===== src/latching_relay_drive_controller_defines.svh =====
// Assertion macros for the latching relay drive controller.
// Depends on nothing; included by the RTL modules that carry checks.
`ifndef LATCHING_RELAY_DRIVE_CONTROLLER_DEFINES_SVH
`define LATCHING_RELAY_DRIVE_CONTROLLER_DEFINES_SVH

// Check a property on the rising clock edge, masked while reset is held.
`define LRDC_ASSERT(lbl, prop, msg) \
  lbl: assert property (@(posedge clk) disable iff (!rst_n) prop) else $error(msg);

// Check a property on the rising clock edge, also during reset.
`define LRDC_ASSERT_ALWAYS(lbl, prop, msg) \
  lbl: assert property (@(posedge clk) prop) else $error(msg);

`endif


===== src/lrdc_pkg.sv =====
// Shared types and constants for the latching relay drive controller.
// No dependencies; imported by the top level.
package lrdc_pkg;

  localparam int TIMER_BITS_DEF = 16;
  localparam int TIMEOUT_W      = 16;
  localparam int CFG_DATA_W     = 32;
  localparam int CFG_ADDR_W     = 5;
  localparam int OPCODE_W       = 3;
  localparam int WVAL_W         = 8;

  localparam logic [TIMEOUT_W-1:0] TIMEOUT_RST = 16'd1000;

  // Bit positions inside the drive line vector.
  localparam int LN_A    = 0;
  localparam int LN_B    = 1;
  localparam int LN_DATA = 2;
  localparam int LN_EN   = 3;

  typedef enum logic [1:0] {
    ST_IDLE      = 2'd0,
    ST_DRV_RESET = 2'd1,
    ST_DRV_SET   = 2'd2,
    ST_FAULT     = 2'd3
  } motion_t;

  typedef enum logic [1:0] {
    LOC_RESET   = 2'd0,
    LOC_SET     = 2'd1,
    LOC_UNKNOWN = 2'd2
  } location_t;

  typedef enum logic [OPCODE_W-1:0] {
    OP_TICK      = 3'd0,
    OP_DRV_RESET = 3'd1,
    OP_DRV_SET   = 3'd2,
    OP_STOP      = 3'd3,
    OP_RST_MODE  = 3'd4,
    OP_WRITE     = 3'd5,
    OP_READ      = 3'd6
  } opcode_t;

  typedef enum logic [1:0] {
    STS_OK       = 2'd0,
    STS_INVALID  = 2'd1,
    STS_TIMEOUT  = 2'd2,
    STS_HW_FAULT = 2'd3
  } status_t;

  typedef enum logic [2:0] {
    REG_TIMEOUT   = 3'd0,
    REG_MODE      = 3'd1,
    REG_RST_PRES  = 3'd2,
    REG_RST_AHIGH = 3'd3,
    REG_SET_PRES  = 3'd4,
    REG_SET_AHIGH = 3'd5
  } reg_idx_t;

  // Feedback activity: an absent line reads as 0, then polarity applies.
  function automatic logic line_active(input logic level, input logic present,
                                       input logic high);
    return (present & level) ~^ high;
  endfunction

endpackage


===== src/latching_relay_drive_controller.sv =====
// Latching relay drive controller: command decode, endstop/timeout handling,
// result register and APB-style configuration registers.
// Depends on lrdc_pkg and latching_relay_drive_controller_defines.svh.
//
//  channel | handshake            | beat contents
//  --------+----------------------+-----------------------------------------------
//  in      | in_valid / in_stall  | opcode, write_value, two feedback samples
//  out     | out_valid / out_stall| status, position, drive lines, state, events
//  cfg     | psel/penable/pready  | six registers at byte address 4*index
//
// One item per cycle unless in_stall is high: each beat is handled by a single
// combinational pass from ports and state registers into the result register.
// The result register is the only buffer, so in_stall rises only while a
// result is held and out_stall is high. Reset (rst_n low, synchronous) idles
// the relay, drops all drive lines and marks the position unknown.
`include "latching_relay_drive_controller_defines.svh"

module latching_relay_drive_controller #(
  parameter int TIMER_BITS = lrdc_pkg::TIMER_BITS_DEF
) (
  input  logic                              clk,
  input  logic                              rst_n,
  // input channel
  input  logic                              in_valid,
  output logic                              in_stall,
  input  logic [lrdc_pkg::OPCODE_W-1:0]     in_opcode,
  input  logic [lrdc_pkg::WVAL_W-1:0]       in_write_value,
  input  logic                              in_reset_feedback_level,
  input  logic                              in_set_feedback_level,
  // result channel
  output logic                              out_valid,
  input  logic                              out_stall,
  output logic [1:0]                        out_status,
  output logic [1:0]                        out_position,
  output logic                              out_drive_a,
  output logic                              out_drive_b,
  output logic                              out_data_line,
  output logic                              out_enable_line,
  output logic [1:0]                        out_drive_state,
  output logic                              out_reset_active,
  output logic                              out_set_active,
  output logic                              out_endstop_event,
  output logic                              out_timeout_event,
  // configuration port
  input  logic                              psel,
  input  logic                              penable,
  input  logic                              pwrite,
  input  logic [lrdc_pkg::CFG_ADDR_W-1:0]   paddr,
  input  logic [lrdc_pkg::CFG_DATA_W-1:0]   pwdata,
  output logic [lrdc_pkg::CFG_DATA_W-1:0]   prdata,
  output logic                              pready
);
  import lrdc_pkg::*;

  localparam int EL_W = TIMER_BITS + 1;

  // ---------------------------------------------------------------- config
  logic [TIMEOUT_W-1:0] timeout_r;
  logic                 mode_r;
  logic                 rst_pres_r, rst_ahigh_r, set_pres_r, set_ahigh_r;
  logic                 cfg_wr;
  reg_idx_t             cfg_idx;

  assign pready  = 1'b1;
  assign cfg_wr  = psel & penable & pwrite & pready;
  assign cfg_idx = reg_idx_t'(paddr[4:2]);

  always_ff @(posedge clk) begin
    if (!rst_n) begin
      timeout_r   <= TIMEOUT_RST;
      mode_r      <= 1'b0;
      rst_pres_r  <= 1'b1;
      rst_ahigh_r <= 1'b1;
      set_pres_r  <= 1'b1;
      set_ahigh_r <= 1'b1;
    end else if (cfg_wr) begin
      case (cfg_idx)
        REG_TIMEOUT:   timeout_r   <= pwdata[TIMEOUT_W-1:0];
        REG_MODE:      mode_r      <= pwdata[0];
        REG_RST_PRES:  rst_pres_r  <= pwdata[0];
        REG_RST_AHIGH: rst_ahigh_r <= pwdata[0];
        REG_SET_PRES:  set_pres_r  <= pwdata[0];
        REG_SET_AHIGH: set_ahigh_r <= pwdata[0];
        default: ;
      endcase
    end
  end

  always_comb begin
    case (cfg_idx)
      REG_TIMEOUT:   prdata = {{(CFG_DATA_W-TIMEOUT_W){1'b0}}, timeout_r};
      REG_MODE:      prdata = {{(CFG_DATA_W-1){1'b0}}, mode_r};
      REG_RST_PRES:  prdata = {{(CFG_DATA_W-1){1'b0}}, rst_pres_r};
      REG_RST_AHIGH: prdata = {{(CFG_DATA_W-1){1'b0}}, rst_ahigh_r};
      REG_SET_PRES:  prdata = {{(CFG_DATA_W-1){1'b0}}, set_pres_r};
      REG_SET_AHIGH: prdata = {{(CFG_DATA_W-1){1'b0}}, set_ahigh_r};
      default:       prdata = '0;
    endcase
  end

  // ---------------------------------------------------------------- state
  motion_t          motion_r, motion_nxt;
  location_t        loc_r, loc_nxt;
  logic [EL_W-1:0]  elapsed_r, elapsed_nxt;
  logic [3:0]       lines_r, lines_nxt;
  logic [1:0]       prev_fb_r;

  logic             accept;
  logic             r_now, s_now, r_prev, s_prev;
  logic             ev_end, ev_to;
  logic             ract_mid, sact_mid;
  motion_t          motion_mid;
  location_t        loc_mid;
  logic [TIMER_BITS-1:0] tmo_eff;
  logic             drv_tgt_set, drv_blocked;

  assign accept  = in_valid & ~in_stall;
  assign in_stall = out_valid & out_stall;
  assign tmo_eff = TIMER_BITS'(timeout_r);

  assign r_now  = line_active(in_reset_feedback_level, rst_pres_r, rst_ahigh_r);
  assign s_now  = line_active(in_set_feedback_level, set_pres_r, set_ahigh_r);
  assign r_prev = line_active(prev_fb_r[0], rst_pres_r, rst_ahigh_r);
  assign s_prev = line_active(prev_fb_r[1], set_pres_r, set_ahigh_r);

  // Next state: endstop edge first, then the command.
  always_comb begin
    motion_nxt  = motion_r;
    loc_nxt     = loc_r;
    elapsed_nxt = elapsed_r;
    lines_nxt   = lines_r;
    ev_end      = 1'b0;
    ev_to       = 1'b0;
    drv_tgt_set = (opcode_t'(in_opcode) == OP_DRV_SET) ||
                  (opcode_t'(in_opcode) == OP_WRITE && in_write_value == 8'd1);

    if (motion_r == ST_DRV_RESET && rst_pres_r && r_now && !r_prev) begin
      lines_nxt[mode_r ? LN_EN : LN_A] = 1'b0;
      loc_nxt     = LOC_RESET;
      motion_nxt  = ST_IDLE;
      elapsed_nxt = '0;
      ev_end      = 1'b1;
    end else if (motion_r == ST_DRV_SET && set_pres_r && s_now && !s_prev) begin
      lines_nxt[mode_r ? LN_EN : LN_B] = 1'b0;
      loc_nxt     = LOC_SET;
      motion_nxt  = ST_IDLE;
      elapsed_nxt = '0;
      ev_end      = 1'b1;
    end

    motion_mid  = motion_nxt;
    loc_mid     = loc_nxt;
    ract_mid    = r_now || (loc_nxt == LOC_RESET);
    sact_mid    = s_now || (loc_nxt == LOC_SET);
    drv_blocked = drv_tgt_set ? sact_mid : ract_mid;

    case (opcode_t'(in_opcode))
      OP_TICK: begin
        if (!ev_end && (motion_nxt == ST_DRV_RESET || motion_nxt == ST_DRV_SET)) begin
          if (!(&elapsed_nxt)) elapsed_nxt = elapsed_nxt + 1'b1;
          if (elapsed_nxt > {1'b0, tmo_eff}) begin
            elapsed_nxt = '0;
            if (mode_r) lines_nxt[LN_EN] = 1'b0;
            else        lines_nxt[LN_B:LN_A] = 2'b00;
            motion_nxt = ST_FAULT;
            loc_nxt    = LOC_UNKNOWN;
            ev_to      = 1'b1;
          end
        end
      end
      OP_DRV_RESET, OP_DRV_SET, OP_WRITE, OP_STOP: begin
        if (opcode_t'(in_opcode) != OP_WRITE || in_write_value <= 8'd1) begin
          // stop
          if (motion_nxt != ST_FAULT) motion_nxt = ST_IDLE;
          elapsed_nxt = '0;
          if (mode_r) lines_nxt[LN_EN] = 1'b0;
          else        lines_nxt[LN_B:LN_A] = 2'b00;
          // then drive, unless the target already reads active
          if (opcode_t'(in_opcode) != OP_STOP && !drv_blocked) begin
            motion_nxt = drv_tgt_set ? ST_DRV_SET : ST_DRV_RESET;
            loc_nxt    = LOC_UNKNOWN;
            if (mode_r) begin
              lines_nxt[LN_EN]   = 1'b1;
              lines_nxt[LN_DATA] = drv_tgt_set;
            end else begin
              lines_nxt[LN_B:LN_A] = drv_tgt_set ? 2'b10 : 2'b01;
            end
          end
        end
      end
      OP_RST_MODE: begin
        // a reset drive that is stopped at once
        if (!ract_mid) begin
          motion_nxt = ST_IDLE;
          loc_nxt    = LOC_UNKNOWN;
          if (mode_r) lines_nxt[LN_DATA] = 1'b0;
        end else if (motion_nxt != ST_FAULT) begin
          motion_nxt = ST_IDLE;
        end
        elapsed_nxt = '0;
        if (mode_r) lines_nxt[LN_EN] = 1'b0;
        else        lines_nxt[LN_B:LN_A] = 2'b00;
      end
      default: ;
    endcase
  end

  // Result fields.
  status_t   sts_nxt;
  location_t pos_nxt;

  always_comb begin
    sts_nxt = STS_OK;
    pos_nxt = LOC_RESET;
    case (opcode_t'(in_opcode))
      OP_WRITE: begin
        if (in_write_value > 8'd1) sts_nxt = STS_INVALID;
      end
      OP_READ: begin
        if (motion_mid == ST_FAULT) begin
          sts_nxt = STS_TIMEOUT;
          pos_nxt = LOC_UNKNOWN;
        end else if (ract_mid && sact_mid) begin
          sts_nxt = STS_HW_FAULT;
          pos_nxt = LOC_UNKNOWN;
        end else if (ract_mid) begin
          pos_nxt = LOC_RESET;
        end else if (sact_mid) begin
          pos_nxt = LOC_SET;
        end else begin
          pos_nxt = loc_mid;
        end
      end
      default: ;
    endcase
  end

  always_ff @(posedge clk) begin
    if (!rst_n) begin
      motion_r  <= ST_IDLE;
      loc_r     <= LOC_UNKNOWN;
      elapsed_r <= '0;
      lines_r   <= '0;
      prev_fb_r <= '0;
    end else if (accept) begin
      motion_r  <= motion_nxt;
      loc_r     <= loc_nxt;
      elapsed_r <= elapsed_nxt;
      lines_r   <= lines_nxt;
      prev_fb_r <= {in_set_feedback_level, in_reset_feedback_level};
    end
  end

  // ---------------------------------------------------------------- result
  logic out_valid_r;

  always_ff @(posedge clk) begin
    if (!rst_n) begin
      out_valid_r <= 1'b0;
    end else if (accept) begin
      out_valid_r <= 1'b1;
    end else if (!out_stall) begin
      out_valid_r <= 1'b0;
    end
  end

  always_ff @(posedge clk) begin
    if (accept) begin
      out_status        <= sts_nxt;
      out_position      <= pos_nxt;
      out_drive_a       <= lines_nxt[LN_A];
      out_drive_b       <= lines_nxt[LN_B];
      out_data_line     <= lines_nxt[LN_DATA];
      out_enable_line   <= lines_nxt[LN_EN];
      out_drive_state   <= motion_nxt;
      out_reset_active  <= r_now || (loc_nxt == LOC_RESET);
      out_set_active    <= s_now || (loc_nxt == LOC_SET);
      out_endstop_event <= ev_end;
      out_timeout_event <= ev_to;
    end
  end

  assign out_valid = out_valid_r;

  // ---------------------------------------------------------------- checks
  `LRDC_ASSERT_ALWAYS(a_stall_needs_result, in_stall |-> out_valid, "stall without result")
  `LRDC_ASSERT(a_accept_gives_result, accept |=> out_valid, "beat gave no result")
  `LRDC_ASSERT(a_ev_excl, out_valid |-> !(out_endstop_event && out_timeout_event), "two events")
  `LRDC_ASSERT(a_to_fault, out_valid && out_timeout_event |-> out_drive_state == ST_FAULT, "no fault")
  `LRDC_ASSERT(a_end_ok, out_valid && out_endstop_event |-> out_drive_state != ST_FAULT, "faulted")

endmodule


===== config.mk =====
export PLATFORM = sky130hd
export DESIGN_NAME = latching_relay_drive_controller
export DESIGN_NICKNAME = d
export VERILOG_FILES = /design/src/lrdc_pkg.sv /design/src/latching_relay_drive_controller.sv
export VERILOG_INCLUDE_DIRS = /design/src /design/src/src
export SDC_FILE = /design/constraint.sdc
export NUM_CORES = 1
export LEC_CHECK = 0
export CORE_ASPECT_RATIO = 0.7
export CORE_MARGIN = 2
export CORE_UTILIZATION = 28
export DETAILED_ROUTE_END_ITERATION = 8
export DONT_BUFFER_PORTS = 1
export GPL_TIMING_DRIVEN = 0
export RECOVER_POWER = 100
export SYNTH_ARGS = -nofsm -noshare
export SYNTH_HDL_FRONTEND = slang
export SYNTH_SLANG_ARGS = --single-unit

===== constraint.sdc =====
create_clock -name clk -period 6.25 [get_ports clk]
set_input_delay 0.3125 -clock clk [delete_from_list [all_inputs] [get_ports clk]]
set_output_delay 0.3125 -clock clk [all_outputs]
set_load 0.05 [all_outputs]

# --- Word-level counts from Yosys, hierarchy flattened ---
# Cells that the tools add are included.
classes:
  muxes: 65
  magnitude_cmp: 7
  reduce_logical: 37
  add_sub_neg: 1
  n_eq_ne: 23
  n_bitwise: 18
op_table:
  columns: ["operator", "count"]
  rows:
  - ["$mux W17", 8]
  - ["$pmux W16 S6", 1]
  - ["$mux W2", 29]
  - ["$pmux W17 S3", 1]
  - ["$pmux W2 S3", 3]
  - ["$add A17 B1 Y17 const B", 1]
  - ["$gt A17 B16 Y1", 1]
  - ["$reduce_and A17 Y1", 1]
  - ["$mux W4", 4]
  - ["$eq A3 B3 Y1 const B", 5]
  - ["$mux W1", 14]
  - ["$reduce_and A2 Y1", 7]
  - ["$eq A3 B2 Y1 const B", 4]
  - ["$logic_and A1 B1 Y1", 12]
  - ["$and A1 B1 Y1", 8]
  - ["$and A4 B4 Y4", 2]
  - ["$eq A2 B1 Y1 const B", 4]
  - ["$eq A8 B1 Y1 const B", 1]
  - ["$gt A8 B1 Y1 const B", 1]
  - ["$le A8 B1 Y1 const B", 1]
  - ["$not A4 Y4", 2]
  - ["$reduce_or A4 Y1", 2]
  - ["$logic_or A1 B1 Y1", 7]
  - ["$eq A2 B2 Y1 const B", 3]
  - ["other kinds (16)", 29]
totals:
  out_inout_bits: 49
  inputBits: 57
  ff_bits: 63
  elab_cells: 175

# --- Logic depth before layout (Yosys ltp) ---
# Gate-level depths: netlist of the first run.
depth:
  ltp_word: 17
  ltp_mapped: 19
  ltp_nobuf: 19

# --- Worst setup path after synthesis of the first run ---
# Ideal clock, no wire load.
synth_path:
  kind: "input-to-reg"
  start: "in in_reset_feedback_level"
  end: "reg elapsed_r[6]"
  n_path_buf: 0
  t_arrival_ps: 4452
  t_required_ps: 6176
  cell_stages: 17
  setup_slack_ps: 1724
  setup_ps: 74
  path_cell_list: "or3b_1 > a211o_1 > and3_1 > ha_1 > nand4_1 > or4_1 > o2111ai_2 > nor4_2 > nand4_1 > xor2_1 > nor2_1 > ha_1 > a211oi_1 > nand4_1 > a21o_1 > or4_1 > a31oi_1"
synth_via:
  elab_chain_cells: 13
  word_cells_on_any_way: 22
  classes_between: "1 x add/sub; 1 x order compare; 2 x eq/ne; 10 x mux; 2 x bitwise; 6 x reduce/logical"
synth_lines:
  columns: ["element", "line_no", "rtl"]
  rows:
  - ["start, declared", "latching_relay_drive_controller.sv:28", "input logic in_reset_feedback_level,"]
  - ["$and A1 B1 Y1 (*)", "lrdc_pkg.sv:62", "return (present & level) ~^ high;"]
  - ["$xnor A1 B1 Y1 (*)", "lrdc_pkg.sv:62", null]
  - ["$logic_and A1 B1 Y1 (*) (2 in a row)", "latching_relay_drive_controller.sv:137", "if (motion_r == ST_DRV_RESET && rst_pres_r && r_now && !r_prev) begin"]
  - ["$mux W17", "latching_relay_drive_controller.sv:137", null]
  - ["$add A17 B1 Y17 or $reduce_and A17 Y1 (tied branches)", "latching_relay_drive_controller.sv:160", "if (!(&elapsed_nxt)) elapsed_nxt = elapsed_nxt + 1'b1;"]
  - ["$mux W17", "latching_relay_drive_controller.sv:160", null]
  - ["$mux W17", "latching_relay_drive_controller.sv:159", "if (!ev_end && (motion_nxt == ST_DRV_RESET || motion_nxt == ST_DRV_SET)) begin"]
  - ["$mux W17", "latching_relay_drive_controller.sv:157", "case (opcode_t'(in_opcode))"]
  - ["$gt A17 B16 Y1", "latching_relay_drive_controller.sv:161", "if (elapsed_nxt > {1'b0, tmo_eff}) begin"]
  - ["$mux W17", "latching_relay_drive_controller.sv:161", null]
  - ["$mux W17", "latching_relay_drive_controller.sv:159", null]
  - ["$pmux W17 S3 (*)", "latching_relay_drive_controller.sv:157", null]
  - ["end signal, assigned", "latching_relay_drive_controller.sv:248", "elapsed_r <= elapsed_nxt;"]
  - ["end, declared", "latching_relay_drive_controller.sv:104", "logic [EL_W-1:0] elapsed_r, elapsed_nxt;"]
# Mark *: on every way between the ends. The rest lies on a longest branch, timed or not. The select of a mux whose other input is x is not followed.
# A chain may end at the register's enable or synchronous reset.

# --- Worst setup path in the final report of the first run ---
layout_path:
  start: "reg rst_ahigh_r"
  end: "reg elapsed_r[2]"
layout_via:
  elab_chain_cells: 12
  word_cells_on_any_way: 23
  classes_between: "1 x add/sub; 1 x order compare; 2 x eq/ne; 10 x mux; 2 x bitwise; 7 x reduce/logical"
layout_lines:
  columns: ["element", "line_no", "rtl"]
  rows:
  - ["start, declared", "latching_relay_drive_controller.sv:60", "logic rst_pres_r, rst_ahigh_r, set_pres_r, set_ahigh_r;"]
  - ["start signal, assigned", "latching_relay_drive_controller.sv:81", "REG_RST_AHIGH: rst_ahigh_r <= pwdata[0];"]
  - ["$xnor A1 B1 Y1", "lrdc_pkg.sv:62", null]
  - ["$logic_and A1 B1 Y1 or $logic_not A1 Y1 (tied branches)", "latching_relay_drive_controller.sv:137", null]
  - ["$logic_and A1 B1 Y1 (*)", "latching_relay_drive_controller.sv:137", null]
  - ["$mux W17", "latching_relay_drive_controller.sv:137", null]
  - ["$add A17 B1 Y17 or $reduce_and A17 Y1 (tied branches)", "latching_relay_drive_controller.sv:160", null]
  - ["$mux W17", "latching_relay_drive_controller.sv:160", null]
  - ["$mux W17", "latching_relay_drive_controller.sv:159", null]
  - ["$mux W17", "latching_relay_drive_controller.sv:157", null]
  - ["$gt A17 B16 Y1", "latching_relay_drive_controller.sv:161", null]
  - ["$mux W17", "latching_relay_drive_controller.sv:161", null]
  - ["$mux W17", "latching_relay_drive_controller.sv:159", null]
  - ["$pmux W17 S3 (*)", "latching_relay_drive_controller.sv:157", null]
# Marked as above.

==> results of run 1 <==
layout make-up:
cell class	count	area, um^2	area share
Multi-Input combinational cell	451	2730	0.549
Sequential cell	63	1400	0.281
Tap cell	200	250	0.0502
Clock buffer	10	229	0.0460
Buffer	41	221	0.0444
Inverter	29	109	0.0218
Clock inverter	6	37.5	0.00753
worst reg2reg max path, delay by kind of cell, from the launching register on:
kind	cells	cell delay [ns]
xor+xnor	1	0.19
flops	1	0.35
simple gates	9	2.71
compound gates	5	1.78
fa+ha+maj	2	0.59
logic make-up (layout without fill, tap and decap cells):
| logic type | after synthesis | after routing | share of synthesized area |
|---|---|---|---|
| flip-flops | 63 | 63 | 0.316 |
| AO/OA/AOI/OAI | 147 | 147 | 0.227 |
| adder cells (fa/ha/maj) | 19 | 19 | 0.0537 |
| multiplexers | 10 | 10 | 0.0240 |
| buffers and inverters | 70 | 86 | 0.0746 |
| XOR/XNOR | 17 | 17 | 0.0336 |
| other | 2 | 17 | 0.00170 |
| AND/OR/NAND/NOR | 241 | 241 | 0.269 |
worst max path at each step:
stage | depth (start not counted) | slack [ns] | from | end
CTS | 17 | 0.61 | rst_ahigh_r | out_set_active
finish | 17 | 0.55 | rst_ahigh_r | elapsed_r[2]
global placement | 17 | 0.64 | rst_ahigh_r | out_set_active
detailed placement | 17 | 0.62 | rst_ahigh_r | out_set_active
floorplan | 17 | 1.72 | in_reset_feedback_level | elapsed_r[6]
global route | 17 | 0.16 | rst_ahigh_r | out_set_active
power breakdown:
group / internal (uW) / total (uW) / switching (uW)
logic: 41.4 / 155 / 114
clock network: 266 / 455 / 189
registers: 431 / 463 / 32.2
total: 738 / 1070 / 334
cells in the final DEF (no fill, tap or decap), types with 9 or more instances in the layout:
cell type / count
conb_1: 17
buf_4: 17
nand4_1: 10
xnor2_1: 10
a31oi_1: 14
a21oi_1: 39
ha_1: 19
edfxtp_1: 14
and2_0: 16
dfxtp_1: 49
clkbuf_1: 21
clkbuf_16: 9
o21ai_0: 24
nor2_1: 43
nand3_1: 20
nand2_1: 84
and3_1: 10
inv_1: 27
nor3_1: 17
routing by layer:
layer / vias to the layer above / wire (um)
met4: 0 / 96
li1: 2085 / -
met3: 11 / 1260
met1: 1899 / 6370
met2: 195 / 5090
met5: - / 0
through the flow:
stage / instances / cell area [um^2] / power, uW / util / hold slack (ns)
floorplan: 584 / 4490 / 592 / - / 0.437
CTS: 800 / 5000 / 1080 / 0.323 / 0.106
global route: 800 / 4980 / 1120 / 0.321 / 0.107
detailed placement: 784 / 4740 / 626 / 0.306 / 0.447
finish: 800 / 4980 / 1070 / 0.321 / 0.113
global placement: 784 / 4740 / 626 / 0.306 / 0.441
==> flow_metrics.env, run 1 <==
export IMPL_status="finished, final reports clean"
export IMPL_cts_max_path_buffers=2
export IMPL_fin_skew_ns=0.0111
export IMPL_dr_total_vias=4190
export IMPL_fin_nets=671
export IMPL_largest_reg_flops=17
export IMPL_hp_class="input pin to register"
export IMPL_timing_fmax_mhz=176
export IMPL_row_count=38
export IMPL_first_pass_iters=5
export IMPL_worstMarginPinSlew_ns=1.24
export IMPL_cap_violations=0
export IMPL_holdPathEnd="timeout_r[11]"
export IMPL_cp_end_kind="register"
export IMPL_grtUsageMet3=0.0413
export IMPL_antenna_found_initial=0
export IMPL_ant_nets=0
export IMPL_dieArea_um2=16900
export IMPL_grt_setup_unrepaired="false"
export IMPL_synth_most_common_cell="nand2_1"
export IMPL_maxSlewHeadroom=0.175
export IMPL_synth_edf_count=14
export IMPL_slowest_stage="a21oi_1"
export IMPL_pin_count=106
export IMPL_regMostFlops="elapsed_r"
export IMPL_crit_arrival_ns=5.94
export IMPL_power_leakage_uw=0.00187
export IMPL_grt_pass1_wl_mm=21.0
export IMPL_criticalPathCategory="register to register"
export IMPL_routed_wl_mm=12.8
export IMPL_grt_util_met2=0.217
export IMPL_synthArstFlopShare=0
export IMPL_dp_hpwl_mm=9.64
export IMPL_track_usage=0.158
export IMPL_timing_final_ws_setup_ns=0.553
export IMPL_path_cells="or3b_1 > a211o_1 > and3_1 > ha_1 > nand4_1 > or4_1 > o2111ai_2 > nor4_2 > nand4_1 > xor2_1 > nor2_1 > ha_1 > a211oi_1 > nand4_1 > a21oi_1 > or3b_1 > a31oi_1"
export IMPL_drt_iter0_drc=268
export IMPL_clock_latency_ns=0.33
export IMPL_synth_ff_type="dfxtp_1"
export IMPL_n_antenna_cell=0
export IMPL_cts_tree="done"
export IMPL_synth_area_leader_cell="dfxtp_1"
export IMPL_min_from="pwdata[11]"
export IMPL_grt_max_degree=24
export IMPL_grtUsageMet1=0.243
export IMPL_period_needed_ns=5.70
export IMPL_yosysSeqAreaShare=0.316
export IMPL_synth_top_area_frac=0.221
export IMPL_synth_warning_count=0
export IMPL_cpPeakStageDelay_ns=0.70
export IMPL_wl_per_cell_um=16.0
export IMPL_crit_path_max_fanout=9
export IMPL_synth_seq_cells=63
export IMPL_grt_pass1_vias=3788
export IMPL_root_buffer="clkbuf_16"
export IMPL_required_ns=6.49
export IMPL_avgSynthCellArea_um2=7.78
export IMPL_grt_ovfl_total=0
export IMPL_ys_types=72
export IMPL_vias_per_cell=5.24
export IMPL_pre_cts_slack_ns=0.617
export IMPL_cts_resized=0
export IMPL_setup_viol=0
export IMPL_reg2reg_to="elapsed_r[2]"
export IMPL_synth_area_top_cells="dfxtp_1 22%, edfxtp_1 9.5%, nand2_1 7.1%"
export IMPL_path_common_cell="nand4_1"
export IMPL_mappedNetlistArea_um2=4430
export IMPL_reg_top3="elapsed_r (17), timeout_r (16), lines_r (4)"
export IMPL_fp_dieW_um=154
export IMPL_crit_family="simple AND/OR/NAND/NOR gates"
export IMPL_io_buffers=0
export IMPL_gp_congestion=0.900
export IMPL_synth_common_cells="84 x nand2_1, 49 x dfxtp_1, 43 x nor2_1, 37 x a21oi_1, 27 x inv_1"
export IMPL_r2r_start="rst_ahigh_r"
export IMPL_layout_worst_path_cycle_share=0.912
export IMPL_hold_depth=2
export IMPL_post_cts_repair_setup_buffers=0
export IMPL_drive_above_1_share=0.0850
export IMPL_hold_violations=0
export IMPL_synthCells=569
export IMPL_timing_critical_path_buf_inv=0
export IMPL_r2r_cells=17
export IMPL_hold_buffers=0
export IMPL_nFillCells=1655
export IMPL_vdd_ir_drop_worst_v=0.0000966
export IMPL_numCtsBuffers=9
export IMPL_top_usage_layer="met1"
export IMPL_drc=0
export IMPL_powerDensity_nw_per_um2=215
export IMPL_clkTransAtPathRegs_ns=0.06
export IMPL_fin_setup_tns_ns=0
export IMPL_startpoint_type="register"
export IMPL_htree_levels=3
export IMPL_r2r_setup_slack_ns=0.55
export IMPL_core_um2=15500
export IMPL_start_util=0.286
export IMPL_area_growth_pct=12.5
export IMPL_cts_sinks=63
export IMPL_report_final_slew_viol_count=0
export IMPL_die_h_um=109
Power figures use the tool's default switching activity.
==> inputs of run 2 (changes only) <==
--- a/config.mk
+++ b/config.mk
@@ -11,7 +11,6 @@
 export CORE_UTILIZATION = 28
 export DETAILED_ROUTE_END_ITERATION = 8
 export DONT_BUFFER_PORTS = 1
-export GPL_TIMING_DRIVEN = 0
 export RECOVER_POWER = 100
 export SYNTH_ARGS = -nofsm -noshare
 export SYNTH_HDL_FRONTEND = slang
==> flow_metrics.env, run 2 (same netlist as run 1, synthesis figures left out) <==
export IMPL_setup_worst_path_end="elapsed_r[9]"
export IMPL_r2r_cells=18
export IMPL_worstMarginPinSlew_ns=1.43
export IMPL_reg_top3="elapsed_r (17), timeout_r (16), lines_r (4)"
export IMPL_crit_path_max_fanout=9
export IMPL_pin_count=106
export IMPL_die_h_um=109
export IMPL_hold_ws_ns=0.0531
export IMPL_fin_skew_ns=0.0125
export IMPL_fp_dieW_um=154
export IMPL_final_util=0.311
export IMPL_grt_setup_unrepaired="false"
export IMPL_fin_nets=634
export IMPL_hp_class="input pin to register"
export IMPL_required_ns=6.47
export IMPL_area_growth_pct=8.98
export IMPL_numCtsBuffers=9
export IMPL_startpoint_type="register"
export IMPL_gp_congestion=0.892
export IMPL_wl_per_cell_um=16.3
export IMPL_crit_arrival_ns=5.71
export IMPL_report_final_slew_viol_count=0
export IMPL_wl_met3_mm=1.07
export IMPL_io_buffers=0
export IMPL_r2r_start="rst_ahigh_r"
export IMPL_status="finished, final reports clean"
export IMPL_grt_pass1_vias=3740
export IMPL_post_cts_repair_setup_buffers=0
export IMPL_htree_levels=3
export IMPL_dp_hpwl_mm=8.99
export IMPL_cp_end_kind="register"
export IMPL_powerDensity_nw_per_um2=238
export IMPL_pre_cts_slack_ns=0.985
export IMPL_period_needed_ns=5.49
export IMPL_regMostFlops="elapsed_r"
export IMPL_cts_tree="done"
export IMPL_drc=0
export IMPL_wl_met2_mm=4.85
export IMPL_clkTransAtPathRegs_ns=0.06
export IMPL_vdd_ir_drop_worst_v=0.0000960
export IMPL_final_cell_mix="84 x nand2_1, 49 x dfxtp_1, 43 x nor2_1, 37 x a21oi_1, 27 x inv_1"
export IMPL_ant_nets=0
export IMPL_routed_wl_mm=12.5
export IMPL_cts_resized=0
export IMPL_power_leakage_uw=0.00177
export IMPL_top_layer="met4"
export IMPL_setup_viol=0
export IMPL_vias_per_cell=5.36
export IMPL_drt_iter0_drc=292
export IMPL_fin_setup_tns_ns=0
export IMPL_nFillCells=1659
export IMPL_hold_violations=0
export IMPL_grt_pass1_wl_mm=20.0
export IMPL_cts_sinks=63
export IMPL_core_um2=15500
export IMPL_track_usage=0.150
export IMPL_ff_latch_area_um2=1400
export IMPL_drive_above_1_share=0.0568
export IMPL_r2r_setup_slack_ns=0.76
export IMPL_row_count=38
export IMPL_cts_max_path_buffers=2
export IMPL_largest_reg_flops=17
export IMPL_hold_buffers=0
export IMPL_clock_latency_ns=0.34
export IMPL_placed_cells=747
export IMPL_cap_violations=0
export IMPL_timing_final_ws_setup_ns=0.764
export IMPL_multiInputGateArea_um2=2720
export IMPL_grt_max_degree=35
export IMPL_first_pass_iters=5
export IMPL_timing_fmax_mhz=182
export IMPL_maxSlewHeadroom=0.0432
export IMPL_dieArea_um2=16900
export IMPL_wl_met1_mm=6.35
export IMPL_criticalPathCategory="register to register"
export IMPL_start_util=0.286
export IMPL_grt_ovfl_total=0
export IMPL_crit_start="rst_ahigh_r"
export IMPL_final_common_cell="nand2_1"
export IMPL_root_buffer="clkbuf_16"
export IMPL_n_antenna_cell=0
export IMPL_stdcell_count=763
export IMPL_dr_total_vias=4091
export IMPL_reg2reg_to="elapsed_r[9]"
export IMPL_layout_worst_path_cycle_share=0.878
export IMPL_antenna_found_initial=0
==> run 2: changes by cell type in the layout (fill, tap and decap cells not counted), moves of 2 or more <==
cell,previous run,this run
clkbuf_1,21,2
buf_2,3,0
buf_4,17,2
a21oi_1,39,37
bufinv_16,0,2
clkinv_2,2,0
a211oi_1,5,7
==> run 2: power by group <==
part,switching (uW),internal (uW)
clock network,198,350
logic,106,32.6
registers,32.1,431
total,336,813
==> run 2: per-stage QoR <==
step	area, um^2	total power, uW
after floorplan	4490	592
after global placement	4540	610
after detailed placement	4540	610
after CTS	4870	1160
after global routing	4830	1190
final	4830	1150
==> run 2: worst min-delay path by stage <==
stage | cells after the start | to | from
after floorplan | 1 | out_valid | in_valid
after global placement | 1 | rst_pres_r | rst_n
after detailed placement | 1 | rst_pres_r | rst_n
after CTS | 1 | rst_pres_r | rst_n
after global routing | 1 | rst_pres_r | rst_n
final | 1 | rst_pres_r | rst_n
==> run 2: cell type report <==
cell class,instances,share of cell area
Timing Repair Buffer,4,0.00467
Sequential cell,63,0.290
Inverter,29,0.0226
Clock inverter,7,0.0200
Clock buffer,9,0.0467
Multi-Input combinational cell,451,0.564
Tap cell,200,0.0518
==> run 2: metal layers <==
metal	global-route usage	vias up
li1	-	2003
met1	0.219	1885
met2	0.209	183
met3	0.0469	20
met4	0.0463	0
met5	0	-
==> run 2: critical path: stages (launching register included) <==
cell and delay, ns:
dfxtp_1 0.34, or3b_1 0.40, a211o_1 0.42, and3_1 0.23
ha_1 0.25, nand4_1 0.12, or4_1 0.16, o2111ai_1 0.30
nor4_2 0.71, nand4_1 0.26, xor2_1 0.19, nor2_1 0.06
ha_1 0.32, a211oi_1 0.25, nand4_1 0.35, a21oi_1 0.34
clkbuf_1 0.29, o21ai_0 0.17, a31oi_1 0.20
==> inputs of run 3 (changes only) <==
--- a/config.mk
+++ b/config.mk
@@ -11,6 +11,7 @@
 export CORE_UTILIZATION = 28
 export DETAILED_ROUTE_END_ITERATION = 8
 export DONT_BUFFER_PORTS = 1
+export MAX_ROUTING_LAYER = met4
 export RECOVER_POWER = 100
 export SYNTH_ARGS = -nofsm -noshare
 export SYNTH_HDL_FRONTEND = slang
==> constraint.sdc (replaced) <==
create_clock -name clk -period 6.9 [get_ports clk]
set_input_delay 0.345 -clock clk [delete_from_list [all_inputs] [get_ports clk]]
set_output_delay 0.345 -clock clk [all_outputs]
set_load 0.05 [all_outputs]
==> flow_metrics.env, run 3 (same netlist as run 1, synthesis figures left out) <==
export IMPL_dp_hpwl_mm=9.06
export IMPL_nFillCells=1651
export IMPL_grt_setup_unrepaired="false"
export IMPL_clock_latency_ns=0.34
export IMPL_clkTransAtPathRegs_ns=0.06
export IMPL_criticalPathCategory="register to register"
export IMPL_antenna_found_initial=0
export IMPL_track_usage=0.155
export IMPL_startpoint_type="register"
export IMPL_power_leakage_uw=0.00177
export IMPL_grt_pass1_vias=3720
export IMPL_hold_violations=0
export IMPL_final_util=0.312
export IMPL_htree_levels=3
export IMPL_row_count=38
export IMPL_n_antenna_cell=0
export IMPL_timing_fmax_mhz=162
export IMPL_area_growth_pct=9.07
export IMPL_fin_setup_tns_ns=0
export IMPL_required_ns=7.05
export IMPL_regMostFlops="elapsed_r"
export IMPL_hold_buffers=0
export IMPL_hp_class="input pin to register"
export IMPL_start_util=0.286
export IMPL_cap_violations=0
export IMPL_routed_wl_mm=12.3
export IMPL_vdd_ir_drop_worst_v=0.000121
export IMPL_die_h_um=109
export IMPL_maxSlewHeadroom=0.246
export IMPL_root_buffer="clkbuf_16"
export IMPL_final_cell_mix="84 x nand2_1, 49 x dfxtp_1, 43 x nor2_1, 38 x a21oi_1, 28 x inv_1"
export IMPL_drt_iter0_drc=229
export IMPL_cp_end_kind="register"
export IMPL_core_um2=15500
export IMPL_setup_viol=0
export IMPL_worstMarginPinSlew_ns=1.12
export IMPL_drc=0
export IMPL_crit_arrival_ns=6.31
export IMPL_gp_congestion=0.890
export IMPL_reg_top3="elapsed_r (17), timeout_r (16), lines_r (4)"
export IMPL_crit_path_max_fanout=9
export IMPL_dpl_instance_area_um2=4520
export IMPL_vias_per_cell=5.36
export IMPL_grt_pass1_wl_mm=20.0
export IMPL_fp_dieW_um=154
export IMPL_io_buffers=0
export IMPL_final_common_cell="nand2_1"
export IMPL_cts_max_path_buffers=2
export IMPL_fin_nets=631
export IMPL_fin_area_um2=4830
export IMPL_status="finished, final reports clean"
export IMPL_largest_reg_flops=17
export IMPL_report_final_slew_viol_count=0
export IMPL_numCtsBuffers=9
export IMPL_pre_cts_slack_ns=1.29
export IMPL_timing_final_ws_setup_ns=0.743
export IMPL_dieArea_um2=16900
export IMPL_wl_per_cell_um=16.2
export IMPL_powerDensity_nw_per_um2=217
export IMPL_fin_skew_ns=0.0114
export IMPL_ant_nets=0
export IMPL_cts_sinks=63
export IMPL_dr_total_vias=4072
export IMPL_pin_count=106
export IMPL_first_pass_iters=7
export IMPL_grt_max_degree=35
export IMPL_drive_above_1_share=0.0571
export IMPL_post_cts_repair_setup_buffers=0
export IMPL_grt_ovfl_total=0
export IMPL_cts_resized=0
export IMPL_period_needed_ns=6.16
export IMPL_layout_worst_path_cycle_share=0.892
export IMPL_cts_tree="done"
==> run 3: changes by cell type in the layout (fill, tap and decap cells not counted), sizes merged <==
cell      change
clkbuf        -1
inv           +2
clkinv        -1
buf           -2
clkinvlp      -1
==> run 3: per-layer routing <==
| metal | vias up | track usage | part of all wire |
|---|---|---|---|
| li1 | 2005 | - | - |
| met2 | 146 | 0.209 | 0.39 |
| met5 | - | - | 0 |
| met4 | 0 | 0.0430 | 0.010 |
| met1 | 1907 | 0.225 | 0.52 |
| met3 | 14 | 0.0393 | 0.080 |
==> run 3: worst max-delay path, stage by stage, from the launching register on <==
cell and delay (ns):
dfxtp_1 0.35, or3b_1 0.40, a211o_1 0.42, and3_1 0.24, ha_1 0.25, nand4_1 0.13
or4_1 0.18, o2111ai_2 0.21, nor4_1 1.00, nand4_1 0.29, xor2_1 0.19, nor2_1 0.06
ha_1 0.34, a211oi_1 0.25, nand4_1 0.36, a21oi_1 0.63, o21ai_0 0.33, o31ai_1 0.32
==> run 3: area by class of cell <==
type / count / area, um^2 / area share
Clock inverter: 7 / 103 / 0.0212
Multi-Input combinational cell: 451 / 2740 / 0.567
Inverter: 29 / 109 / 0.0225
Timing Repair Buffer: 1 / 3.75 / 0.000777
Tap cell: 200 / 250 / 0.0518
Sequential cell: 63 / 1400 / 0.290
Clock buffer: 9 / 225 / 0.0466
==> run 3: path summary, 6_finish.rpt <==
| check | start | end | slack, ns | cells past startpoint |
|---|---|---|---|---|
| worst min-delay path | rst_n | rst_ahigh_r | 0.08 | 1 |
| worst min register to register | timeout_r[11] | timeout_r[11] | 0.47 | 2 |
| worst max-delay path | rst_ahigh_r | out_set_active | 0.74 | 17 |
| worst max register to register | rst_ahigh_r | out_set_active | 0.74 | 17 |
==> run 3: where the power goes <==
part | switching (uW) | total [uW] | internal (uW)
combinational | 96.0 | 125 | 29.1
clock | 184 | 504 | 321
sequential | 29.4 | 420 | 390
==> run 3: metrics by stage <==
step	hold WS (ns)	total power, uW	instances
6_report	0.0803	1050	760
5_1_grt	0.0835	1090	760
2_1_floorplan	0.439	536	584
3_5_place_dp	0.421	552	744
3_3_place_gp	0.419	552	744
4_1_cts	0.0656	1060	760
